**src/okid_pkg.sv**
```systemverilog
`default_nettype none
// ----------------------------------------------------------------------------
// okid_pkg
// Shared types, constants and tables for the OKI ADPCM nibble decoder.
// ----------------------------------------------------------------------------
package okid_pkg;

  localparam int IDX_W    = 6;
  localparam int PRED_W   = 11;
  localparam int STEP_W   = 11;
  localparam int PCM_W    = 16;
  localparam int CODE_W   = 4;
  localparam int BYTE_W   = 8;

  localparam logic [IDX_W-1:0]         STEP_MAX = 6'd48;
  localparam logic signed [PRED_W-1:0] PRED_MAX = 11'sd1023;
  localparam logic signed [PRED_W-1:0] PRED_MIN = -11'sd1024;

  // nibble queue between front and back
  localparam int NQ_DEPTH = 4;
  localparam int NQ_AW    = 2;
  localparam int NQ_CW    = 3;

  // result queue at the output
  localparam int RQ_DEPTH = 2;
  localparam int RQ_CW    = 2;

  // one decode request
  typedef struct packed {
    logic [CODE_W-1:0] code;
    logic              clip;   // clear index and predictor first
    logic              last;   // high nibble of its byte
  } nib_t;

  // result queue status towards the top level
  typedef struct packed {
    logic [RQ_CW-1:0] count;
    logic             room;
  } rq_stat_t;

  function automatic logic [STEP_W-1:0] step_lookup(input logic [IDX_W-1:0] idx);
    logic [STEP_W-1:0] s;
    unique case (idx)
      6'd0:  s = 11'd16;   6'd1:  s = 11'd17;   6'd2:  s = 11'd19;
      6'd3:  s = 11'd21;   6'd4:  s = 11'd23;   6'd5:  s = 11'd25;
      6'd6:  s = 11'd28;   6'd7:  s = 11'd31;   6'd8:  s = 11'd34;
      6'd9:  s = 11'd37;   6'd10: s = 11'd41;   6'd11: s = 11'd45;
      6'd12: s = 11'd50;   6'd13: s = 11'd55;   6'd14: s = 11'd60;
      6'd15: s = 11'd66;   6'd16: s = 11'd73;   6'd17: s = 11'd80;
      6'd18: s = 11'd88;   6'd19: s = 11'd97;   6'd20: s = 11'd107;
      6'd21: s = 11'd118;  6'd22: s = 11'd130;  6'd23: s = 11'd143;
      6'd24: s = 11'd157;  6'd25: s = 11'd173;  6'd26: s = 11'd190;
      6'd27: s = 11'd209;  6'd28: s = 11'd230;  6'd29: s = 11'd253;
      6'd30: s = 11'd279;  6'd31: s = 11'd307;  6'd32: s = 11'd337;
      6'd33: s = 11'd371;  6'd34: s = 11'd408;  6'd35: s = 11'd449;
      6'd36: s = 11'd494;  6'd37: s = 11'd544;  6'd38: s = 11'd598;
      6'd39: s = 11'd658;  6'd40: s = 11'd724;  6'd41: s = 11'd796;
      6'd42: s = 11'd876;  6'd43: s = 11'd963;  6'd44: s = 11'd1060;
      6'd45: s = 11'd1166; 6'd46: s = 11'd1282; 6'd47: s = 11'd1411;
      default: s = 11'd1552;  // top entry, and anything past it
    endcase
    return s;
  endfunction

  function automatic logic signed [4:0] index_adjust(input logic [2:0] mag);
    logic signed [4:0] a;
    unique case (mag)
      3'd4:    a = 5'sd2;
      3'd5:    a = 5'sd4;
      3'd6:    a = 5'sd6;
      3'd7:    a = 5'sd8;
      default: a = -5'sd1;
    endcase
    return a;
  endfunction

endpackage
`default_nettype wire

```
**src/okid_front.sv**
```systemverilog
`default_nettype none
// ----------------------------------------------------------------------------
// okid_front
// Takes code bytes and splits each into two decode requests, low nibble first.
// ----------------------------------------------------------------------------
module okid_front (
  input  wire logic                       clk,
  input  wire logic                       rst,
  input  wire logic                       push,
  output logic                            full,
  input  wire logic [7:0]                 code_byte,
  input  wire logic                       clip_start,
  output logic                            nq_push,
  output okid_pkg::nib_t                  nq_data,
  input  wire logic                       nq_full
);
  import okid_pkg::*;

  logic [BYTE_W-1:0] byte_data;
  logic              clip;
  logic              byte_valid;
  logic              half;     // 1: high nibble is next
  logic              take;

  always_comb begin
    nq_push = byte_valid && !nq_full;
    full    = byte_valid && !(nq_push && half);
    take    = push && !full;
    if (half) begin
      nq_data = '{code: byte_data[7:4], clip: 1'b0, last: 1'b1};
    end else begin
      nq_data = '{code: byte_data[3:0], clip: clip, last: 1'b0};
    end
  end

  always_ff @(posedge clk) begin
    if (rst) begin
      byte_valid <= 1'b0;
      half       <= 1'b0;
    end else if (take) begin
      byte_valid <= 1'b1;
      half       <= 1'b0;
    end else if (nq_push) begin
      if (half) begin
        byte_valid <= 1'b0;
        half       <= 1'b0;
      end else begin
        half <= 1'b1;
      end
    end
  end

  always_ff @(posedge clk) begin
    if (take) begin
      byte_data <= code_byte;
      clip      <= clip_start;
    end
  end

endmodule
`default_nettype wire

```
**src/okid_nq.sv**
```systemverilog
`default_nettype none
// ----------------------------------------------------------------------------
// okid_nq
// Short request queue between the front and the decode back end.
// ----------------------------------------------------------------------------
module okid_nq (
  input  wire logic           clk,
  input  wire logic           rst,
  input  wire logic           push,
  input  wire okid_pkg::nib_t wdata,
  output logic                full,
  input  wire logic           pop,
  output okid_pkg::nib_t      rdata,
  output logic                empty
);
  import okid_pkg::*;

  nib_t             slot [NQ_DEPTH];
  logic [NQ_AW-1:0] wr_ptr;
  logic [NQ_AW-1:0] rd_ptr;
  logic [NQ_CW-1:0] count;
  logic             do_push;
  logic             do_pop;

  always_comb begin
    full    = (count == NQ_CW'(NQ_DEPTH));
    empty   = (count == '0);
    do_push = push && !full;
    do_pop  = pop && !empty;
    rdata   = slot[rd_ptr];
  end

  always_ff @(posedge clk) begin
    if (rst) begin
      wr_ptr <= '0;
      rd_ptr <= '0;
      count  <= '0;
    end else begin
      if (do_push) wr_ptr <= wr_ptr + 1'b1;
      if (do_pop)  rd_ptr <= rd_ptr + 1'b1;
      if (do_push && !do_pop) begin
        count <= count + 1'b1;
      end else if (do_pop && !do_push) begin
        count <= count - 1'b1;
      end
    end
  end

  always_ff @(posedge clk) begin
    if (do_push) slot[wr_ptr] <= wdata;
  end

endmodule
`default_nettype wire

```
**src/okid_back.sv**
```systemverilog
`default_nettype none
// ----------------------------------------------------------------------------
// okid_back
// Decodes one nibble a cycle, while the result queue has room, against the step
// index and predictor, and holds finished samples in a two-entry result queue.
// ----------------------------------------------------------------------------
module okid_back (
  input  wire logic                clk,
  input  wire logic                rst,
  input  wire okid_pkg::nib_t      nq_data,
  input  wire logic                nq_empty,
  output logic                     nq_pop,
  output logic signed [15:0]       pcm_sample,
  output logic                     pair_last,
  output logic                     empty,
  input  wire logic                pop,
  output okid_pkg::rq_stat_t       stat
);
  import okid_pkg::*;

  logic [IDX_W-1:0]         step_index;
  logic signed [PRED_W-1:0] predictor;

  logic [IDX_W-1:0]         idx_base;
  logic [IDX_W-1:0]         idx_sel;
  logic signed [PRED_W-1:0] pred_base;
  logic [STEP_W-1:0]        step;
  logic [3:0]               factor;
  logic [14:0]              prod;
  logic [11:0]              mag;
  logic signed [12:0]       sum;
  logic signed [PRED_W-1:0] predictor_next;
  logic signed [4:0]        adj;
  logic signed [6:0]        idx_sum;
  logic [IDX_W-1:0]         step_index_next;

  logic signed [PCM_W-1:0]  res_pcm  [RQ_DEPTH];
  logic                     res_last [RQ_DEPTH];
  logic                     wr_ptr;
  logic                     rd_ptr;
  logic [RQ_CW-1:0]         count;
  logic                     do_pop;
  logic                     room;

  // result queue control
  always_comb begin
    empty      = (count == '0);
    do_pop     = pop && !empty;
    room       = (count != RQ_CW'(RQ_DEPTH)) || do_pop;
    nq_pop     = !nq_empty && room;
    pcm_sample = res_pcm[rd_ptr];
    pair_last  = res_last[rd_ptr];
    stat       = '{count: count, room: room};
  end

  // nibble decode
  always_comb begin
    idx_base  = nq_data.clip ? '0 : step_index;
    pred_base = nq_data.clip ? '0 : predictor;
    idx_sel   = (idx_base > STEP_MAX) ? STEP_MAX : idx_base;
    step      = step_lookup(idx_sel);
    factor    = {nq_data.code[2:0], 1'b1};
    prod      = 15'(factor) * 15'(step);
    mag       = prod[14:3];
    if (nq_data.code[3]) begin
      sum = 13'(pred_base) - $signed({1'b0, mag});
    end else begin
      sum = 13'(pred_base) + $signed({1'b0, mag});
    end
    if (sum > 13'(PRED_MAX)) begin
      predictor_next = PRED_MAX;
    end else if (sum < 13'(PRED_MIN)) begin
      predictor_next = PRED_MIN;
    end else begin
      predictor_next = sum[PRED_W-1:0];
    end

    adj     = index_adjust(nq_data.code[2:0]);
    idx_sum = $signed({1'b0, idx_sel}) + {{2{adj[4]}}, adj};
    if (idx_sum < 7'sd0) begin
      step_index_next = '0;
    end else if (idx_sum > $signed({1'b0, STEP_MAX})) begin
      step_index_next = STEP_MAX;
    end else begin
      step_index_next = idx_sum[IDX_W-1:0];
    end
  end

  always_ff @(posedge clk) begin
    if (rst) begin
      step_index <= '0;
      predictor  <= '0;
      wr_ptr     <= 1'b0;
      rd_ptr     <= 1'b0;
      count      <= '0;
    end else begin
      if (nq_pop) begin
        step_index <= step_index_next;
        predictor  <= predictor_next;
        wr_ptr     <= ~wr_ptr;
      end
      if (do_pop) rd_ptr <= ~rd_ptr;
      if (nq_pop && !do_pop) begin
        count <= count + 1'b1;
      end else if (do_pop && !nq_pop) begin
        count <= count - 1'b1;
      end
    end
  end

  always_ff @(posedge clk) begin
    if (nq_pop) begin
      res_pcm[wr_ptr]  <= {predictor_next, 5'b0};
      res_last[wr_ptr] <= nq_data.last;
    end
  end

endmodule
`default_nettype wire

```
**src/oki_adpcm_nibble_decoder.sv**
```systemverilog
`default_nettype none
// Order: a byte's low-nibble sample is shown before its high-nibble sample;
//   each passes the front byte register, nibble queue and result queue.
// Rate: the back end decodes one nibble per cycle, while the result queue has
//   room, through the shared step/predictor update.
// Reset (rst, synchronous): step index and predictor cleared, all queues
//   emptied; full is low and empty high in the cycle after reset.
// ----------------------------------------------------------------------------
// oki_adpcm_nibble_decoder
// 4-bit OKI ADPCM decoder: bytes in, two 16-bit samples out per byte.
// ----------------------------------------------------------------------------
module oki_adpcm_nibble_decoder (
  input  wire logic               clk,
  input  wire logic               rst,
  // request side: one code byte per request
  input  wire logic               push,
  output logic                    full,
  input  wire logic [7:0]         code_byte,
  input  wire logic               clip_start,
  // result side: one sample per pop, two per code byte
  output logic                    empty,
  input  wire logic               pop,
  output logic signed [15:0]      pcm_sample,
  output logic                    pair_last
);
  import okid_pkg::*;

  // front -> nibble queue
  nib_t     fq_data;
  logic     fq_push;
  logic     fq_full;
  // nibble queue -> back
  nib_t     bq_data;
  logic     bq_pop;
  logic     bq_empty;
  rq_stat_t rq_stat;

  // Front end: holds one byte and hands its nibbles on, low first. The
  // clip flag rides only on the low nibble, so the state clear happens
  // exactly once, before the first code of the byte.
  okid_front u_front (
    .clk        (clk),
    .rst        (rst),
    .push       (push),
    .full       (full),
    .code_byte  (code_byte),
    .clip_start (clip_start),
    .nq_push    (fq_push),
    .nq_data    (fq_data),
    .nq_full    (fq_full)
  );

  // Decouples the splitter from the decoder so either may stall alone.
  okid_nq u_nq (
    .clk   (clk),
    .rst   (rst),
    .push  (fq_push),
    .wdata (fq_data),
    .full  (fq_full),
    .pop   (bq_pop),
    .rdata (bq_data),
    .empty (bq_empty)
  );

  // Back end: step lookup, small multiply, predictor and index clamps, all
  // combinational, written straight into the result queue.
  okid_back u_back (
    .clk        (clk),
    .rst        (rst),
    .nq_data    (bq_data),
    .nq_empty   (bq_empty),
    .nq_pop     (bq_pop),
    .pcm_sample (pcm_sample),
    .pair_last  (pair_last),
    .empty      (empty),
    .pop        (pop),
    .stat       (rq_stat)
  );

`ifndef NO_ASSERTIONS
  // queues come up empty after reset
  a_reset_clear: assert property (@(posedge clk) rst |=> !full && empty)
    else $error("queues not clear after reset");

  // result queue never overfills
  a_rq_bound: assert property (@(posedge clk) disable iff (rst)
    rq_stat.count <= RQ_CW'(RQ_DEPTH))
    else $error("result queue overflow");

  // samples are the predictor scaled by 32
  a_pcm_scale: assert property (@(posedge clk) disable iff (rst)
    !empty |-> pcm_sample[4:0] == 5'b0)
    else $error("sample not a multiple of 32");

  // decoder only advances when the result queue can take the sample
  a_no_drop: assert property (@(posedge clk) disable iff (rst)
    bq_pop |-> rq_stat.room)
    else $error("decode with no room for result");
`endif

endmodule
`default_nettype wire
```
**config.mk**
```make
export PLATFORM = sky130hd
export DESIGN_NAME = oki_adpcm_nibble_decoder
export DESIGN_NICKNAME = d
export VERILOG_FILES = /design/src/okid_pkg.sv /design/src/okid_front.sv /design/src/okid_nq.sv /design/src/okid_back.sv /design/src/oki_adpcm_nibble_decoder.sv
export SDC_FILE = /design/constraint.sdc
export NUM_CORES = 1
export LEC_CHECK = 0
export BUFFER_PORTS_ARGS = -buffer_cell sky130_fd_sc_hd__buf_4
export CAP_MARGIN = 20
export CORE_UTILIZATION = 35
export CTS_CLUSTER_SIZE = 8
export DETAILED_ROUTE_END_ITERATION = 10
export GPL_TIMING_DRIVEN = 0
export SETUP_SLACK_MARGIN = 0.1
export SLEW_MARGIN = 20
export SYNTH_ARGS = -nofsm -noshare
export SYNTH_HDL_FRONTEND = slang
export SYNTH_SLANG_ARGS = --single-unit
```
**constraint.sdc**
```tcl
create_clock -name clk -period 8.32 [get_ports clk]
set_input_delay 1.664 -clock clk [delete_from_list [all_inputs] [get_ports clk]]
set_output_delay 1.664 -clock clk [all_outputs]
set_load 0.05 [all_outputs]
```
==> impl_metrics.ini, run 1 <==
[layout]
final-instance-count-excl-fill = 1142
diodes = 0
fin_nets = 956
syn_to_final_growth_pct = 26.91
drive_above_1_share_pct = 29.65
fin_area_um2 = 9051

[die]
initial_utilization_pct = 36.17
die_w_um = 144.7
fp.dieH_um = 144.7
num_rows = 51
core_um2 = 19720
ioPinCount = 32
dieArea_um2 = 20950

[clock_network]
cts_buffers = 9
cts-root-buf = clkbuf_16
clkSinkCount = 90
htreeDepth = 3
clk_latency_ns = 0.34
cts_tree = yes
clk_pin_slew_ns = 0.07
ctsLongestPathBuffers = 2

[yosys]
synth_top_family_by_area = compound AO/OA/AOI/OAI gates
ys_types = 76
synth_top_cell_by_area = edfxtp_1
synth_top_area_share_pct = 24.00
synth-edff-count = 57
synth-xor-area-share_pct = 5.035
syn_area_per_cell_um2 = 9.250
synth_compound_gate_area_share_pct = 18.18
synth-simple-area-share_pct = 17.07
ys.flop_type = edfxtp_1
synthAdderAreaFrac_pct = 14.67
seq_area_frac_synth_pct = 33.26
yosysWarnings = 0
synth_cells = 771
async_flop_share_pct = 0
synth_area_um2 = 7132
yosys-mux-area-fraction_pct = 6.421
netlist_top_cells_area = edfxtp_1 (24%), dfxtp_1 (9.3%), ha_1 (8.8%), fa_1 (5.9%), nor2_1 (5.2%)
ys_ff_latch = 90

[routing]
vias = 5874
postRouteWirelength_um = 16800
drt-initial-drc-count = 352
antenna_left = 0
post_drt_wl_per_cell_um = 14.71
firstDrtPassIters = 5
drc = 0
vias_per_cell = 5.144

[place]
place_hpwl_um = 12380
post_dp_cell_area_um2 = 7701
place.gp.congestion = 0.8943
pre_cts_ws_ns = -1.212
port_buffers = 26
dp.cells = 1066

[global_routing]
grt-ovfl-total = 0
grt_max_degree = 18
grt_pass1_wl_um = 27120
track_usage_pct = 16.34
antenna_found_initial = 0
grt_pass1_vias = 5436

[critical_path]
cp_common_cell = buf_4
cp.buffers_inverters = 8
slowest_stage = mux4_2
critPathMaxFanout = 5
path_class = reg -> reg
critPathTopFamily = compound AO/OA/AOI/OAI gates
cp-end-kind = flop
reg2reg_from = u_nq.slot[0][1]$_DFFE_PP_
crit_start = u_nq.slot[0][1]$_DFFE_PP_
max_stage_delay_ns = 0.56
worstPathArrival_ns = 8.63
critPathRequiredTime_ns = 8.55
critPathLaunchType = flop

[timing]
fin_crit_sh_pct = 100.9
period_minus_slack_ns = 8.395
hold_viol = 0
slew_violations = 0
fin_worst_skew_ns = 0.01185
setup_viol = 30
worst_pin_slew_ns = 0.8846
max_freq_ghz = 0.1191
timing.final.ws_setup_ns = -0.07535
tns_ns = -1.451
rsz0062_at_grt = yes
slew-limit-headroom_pct = 40.63

[worst_hold_path]
min_from = u_back.predictor[10]$_SDFFE_PP0P_
hold_path_class = reg -> reg

[job]
max_cap_violations = 0

[run_status]
status = finished with violations
violations = setup timing
registers in the layout (all words and copies together), names as in the netlist, named ones only:
name and count:
u_back.count 2, u_back.predictor 11, u_back.rd_ptr 1, u_back.res_last 2, u_back.res_pcm 22, u_back.step_index 6, u_back.wr_ptr 1, u_front.byte_data 8
u_front.byte_valid 1, u_front.clip 1, u_front.half 1, u_nq.count 3, u_nq.rd_ptr 2, u_nq.slot 24, u_nq.wr_ptr 2
layer usage:
metal	track usage, %	routed length (µm)	vias up
met4	3.269	214	0
met2	27.56	8084	136
met1	22.21	7895	2782
met5	0	0	-
met3	2.303	609	24
li1	-	-	2932
path summary, 6_finish.rpt:
check                                       to  depth (start not counted)  slack [ns]
max reg2reg   u_back.predictor[5]$_SDFFE_PP0P_                         38       -0.08
min          u_back.predictor[10]$_SDFFE_PP0P_                          2        0.45
min reg2reg  u_back.predictor[10]$_SDFFE_PP0P_                          2        0.45
max           u_back.predictor[5]$_SDFFE_PP0P_                         38       -0.08
synth_stat cells (all sizes together), types with 7 or more instances:
master / instances
nor2: 99
edfxtp: 57
inv: 56
a21oi: 54
ha: 50
nand2: 45
o21ai: 42
dfxtp: 33
clkbuf: 23
mux2: 22
fa: 21
xnor2: 21
xor2: 20
nor3: 18
and2: 17
o21a: 16
a21o: 13
buf: 13
nand2b: 13
mux2i: 12
or3: 12
nand3: 9
or2: 8
nand4: 7
nor2b: 7
area by class of cell:
class,instances,area [µm²]
inverters,56,222.7
flip-flops and latches,90,2377
repair buffers,87,696.9
plain buffers,35,214.0
fillers,1849,10670
clock inverters,6,50.05
multi-input cells,593,4930
clock buffers,10,229.0
well taps,265,331.6
worst register-to-register path: cells and delay by family (launching register included):
kind | cells | cell delay [ns]
buf+inv | 8 | 1.07
fa+ha+maj | 5 | 1.65
simple gates | 6 | 0.83
compound gates | 14 | 2.68
mux | 3 | 1.24
xor+xnor | 2 | 0.40
flops | 1 | 0.40
cell usage in the layout, fill, tap and decap left out, drive strengths merged, types with 8 or more instances in the layout:
cell type	n
nand2b	13
a21oi	54
xnor2	21
xor2	20
mux2i	12
inv	59
or2	8
fa	21
o21a	16
mux2	22
nor2	99
nand3	9
or3	12
edfxtp	57
nand2	45
dfxtp	33
ha	50
o21ai	42
buf	103
a21o	13
clkbuf	29
and2	17
nor3	18
kinds of logic after synthesis:
kind of cell,Yosys count
compound gates,189
xor+xnor,41
fa+ha+maj,71
buf+inv,92
flops,90
mux,38
other cells,1
simple gates,249
per-stage QoR:
stage / util [%] / hold slack, ns
5_1_grt: 45.90 / 0.4924
3_3_place_gp: 39.02 / 0.4383
6_report: 45.90 / 0.4533
4_1_cts: 42.67 / 0.4550
2_1_floorplan: - / 0.4317
3_5_place_dp: 39.06 / 0.4463
what timing repair did:
action	4_1_cts	5_1_grt
buffers inserted	27	34
resized for setup	55	95
hold buffers	0	0
pin swaps	22	63
setup endpoints to repair	33	33
Power of run 1 is left out: the tool's default activity adds up to more than one toggle a clock period on the data nets, which glitch-free logic cannot reach.
==> inputs of run 2 (changes only) <==
- BUFFER_PORTS_ARGS: -buffer_cell sky130_fd_sc_hd__buf_4 -> -buffer_cell sky130_fd_sc_hd__buf_2
- CTS_BUF_LIST: default -> sky130_fd_sc_hd__clkbuf_8 sky130_fd_sc_hd__clkbuf_16
- SLEW_MARGIN: 20 -> default
==> run 2 against run 1 <==
Core utilization stayed put; the flow now finishes without violations; sequential cell count stayed put; final area stayed put; count of clock-buffer cells in the layout is 1 lower; critical path depth is 1 lower; first-iteration DRC count is 10% higher; largest cell class unchanged; die area stayed put; cell count is 0.18% higher; worst setup slack better by 0.12 ns; clock skew hardly changed; wire length is 0.99% higher; hold slack better by 0.0066 ns.
==> impl_metrics.ini, run 2 (same netlist as run 1, synthesis figures left out) <==
[run_status]
status = complete, no violations

[critical_path]
slowest_stage = mux4_2
critPathLaunchType = flop
cp-end-kind = flop
path_class = reg -> reg
critPathMaxFanout = 6
r2r_cells = 37
crit_start = u_nq.slot[3][1]$_DFFE_PP_
worstPathArrival_ns = 8.51
r2r_setup_slack_ns = 0.04
max_stage_delay_ns = 0.57
endpoint = u_back.predictor[0]$_SDFFE_PP0P_
regToRegEndpoint = u_back.predictor[0]$_SDFFE_PP0P_
reg2reg_from = u_nq.slot[3][1]$_DFFE_PP_
critPathRequiredTime_ns = 8.55

[clock_network]
ctsLongestPathBuffers = 2
htreeDepth = 3
cts_buffers = 9
clkSinkCount = 90
cts-root-buf = clkbuf_16
clk_pin_slew_ns = 0.07
clk_latency_ns = 0.34
cts_tree = yes
ctsHoldBuffers = 0

[die]
core_um2 = 19720
initial_utilization_pct = 36.17
ioPinCount = 32
die_w_um = 144.7
dieArea_um2 = 20950
fp.dieH_um = 144.7
num_rows = 51

[global_routing]
grt-ovfl-total = 0
grt_max_degree = 19
antenna_found_initial = 0
track_usage_pct = 16.51
grt_pass1_vias = 5586
grt_pass1_wl_um = 27260

[routing]
drt-initial-drc-count = 388
drc = 0
antenna_left = 0
postRouteWirelength_um = 16970
vias = 5911
post_drt_wl_per_cell_um = 14.83
vias_per_cell = 5.167
firstDrtPassIters = 5

[layout]
top_register = u_nq.slot
fillCellCount = 1879
largest_reg_flops = 24
fin_nets = 958
final_common_cell = nor2_1
regArea_um2 = 2377
drive_above_1_share_pct = 30.26
diodes = 0
multiInputGateArea_um2 = 4932
mostFrequentLayoutCells = nor2_1 (90), buf_4 (62), edfxtp_1 (57)
final-instance-count-excl-fill = 1144
syn_to_final_growth_pct = 26.91
top_regs = u_nq.slot x24, u_back.res_pcm x22, u_back.predictor x11

[place]
pre_cts_ws_ns = -1.221
port_buffers = 26
place.gp.congestion = 0.9021
place_hpwl_um = 12340
dp.cells = 1067

[timing]
hold_viol = 0
period_minus_slack_ns = 8.280
tns_ns = 0
rsz0062_at_grt = yes
timing.final.ws_setup_ns = 0.03981
setup_viol = 0
slew-limit-headroom_pct = 32.04
fin_crit_sh_pct = 99.52
fin_worst_skew_ns = 0.01138
worst_pin_slew_ns = 1.013
slew_violations = 0
max_freq_ghz = 0.1208

[worst_hold_path]
hold_path_class = reg -> reg
min_from = u_back.predictor[10]$_SDFFE_PP0P_

[job]
max_cap_violations = 0
-- run 2: worst max-delay path: cells and delay by family (launching register included) --
kind / cells / cell delay, ns
AOI/OAI and AO/OA: 11 / 2.00
xor gates and xnor gates: 3 / 0.44
adders and majority gates: 5 / 2.00
buffers and inverters: 8 / 0.87
DFF: 1 / 0.38
muxes: 2 / 1.06
and+or+nand+nor: 8 / 1.40
-- run 2: routing by layer --
layer	GRT usage (%)	share of wire (%)	up-vias
li1	-	-	2941
met3	2.534	3.3	28
met5	0	0	-
met2	28.29	49	125
met4	4.654	1.7	0
met1	21.44	46	2817
-- run 2: layout make-up --
cell class / instances / share of cell area, %
clock inverters: 7 / 1.051
flip-flops and latches: 90 / 26.26
multi-input cells: 593 / 54.49
plain buffers: 35 / 2.295
inverters: 56 / 2.516
clock buffers: 9 / 2.488
well taps: 265 / 3.663
repair buffers: 89 / 7.230
-- run 2: worst min-delay path by stage --
stage                                        endpoint  cells after the start
global placement    u_back.predictor[10]$_SDFFE_PP0P_                      2
floorplan           u_back.predictor[10]$_SDFFE_PP0P_                      2
global route        u_back.predictor[10]$_SDFFE_PP0P_                      2
CTS                 u_back.predictor[10]$_SDFFE_PP0P_                      2
detailed placement  u_back.predictor[10]$_SDFFE_PP0P_                      2
finish              u_back.predictor[10]$_SDFFE_PP0P_                      2
-- run 2: per-stage QoR --
stage / area, µm² / hold slack (ns) / utilization, %
4_1_cts: 8451 / 0.4663 / 42.86
3_3_place_gp: 7629 / 0.4393 / 38.69
3_5_place_dp: 7634 / 0.4574 / 38.71
5_1_grt: 9051 / 0.5107 / 45.90
2_1_floorplan: 7167 / 0.4317 / -
6_report: 9051 / 0.4599 / 45.90
-- run 2: repair_timing --
item / CTS / global route
setup endpoints to repair: 33 / 33
cloned: 0 / 1
resized for setup: 60 / 92
buffers inserted: 33 / 28
pin swaps: 22 / 59
Power of run 2 is left out for the same reason.
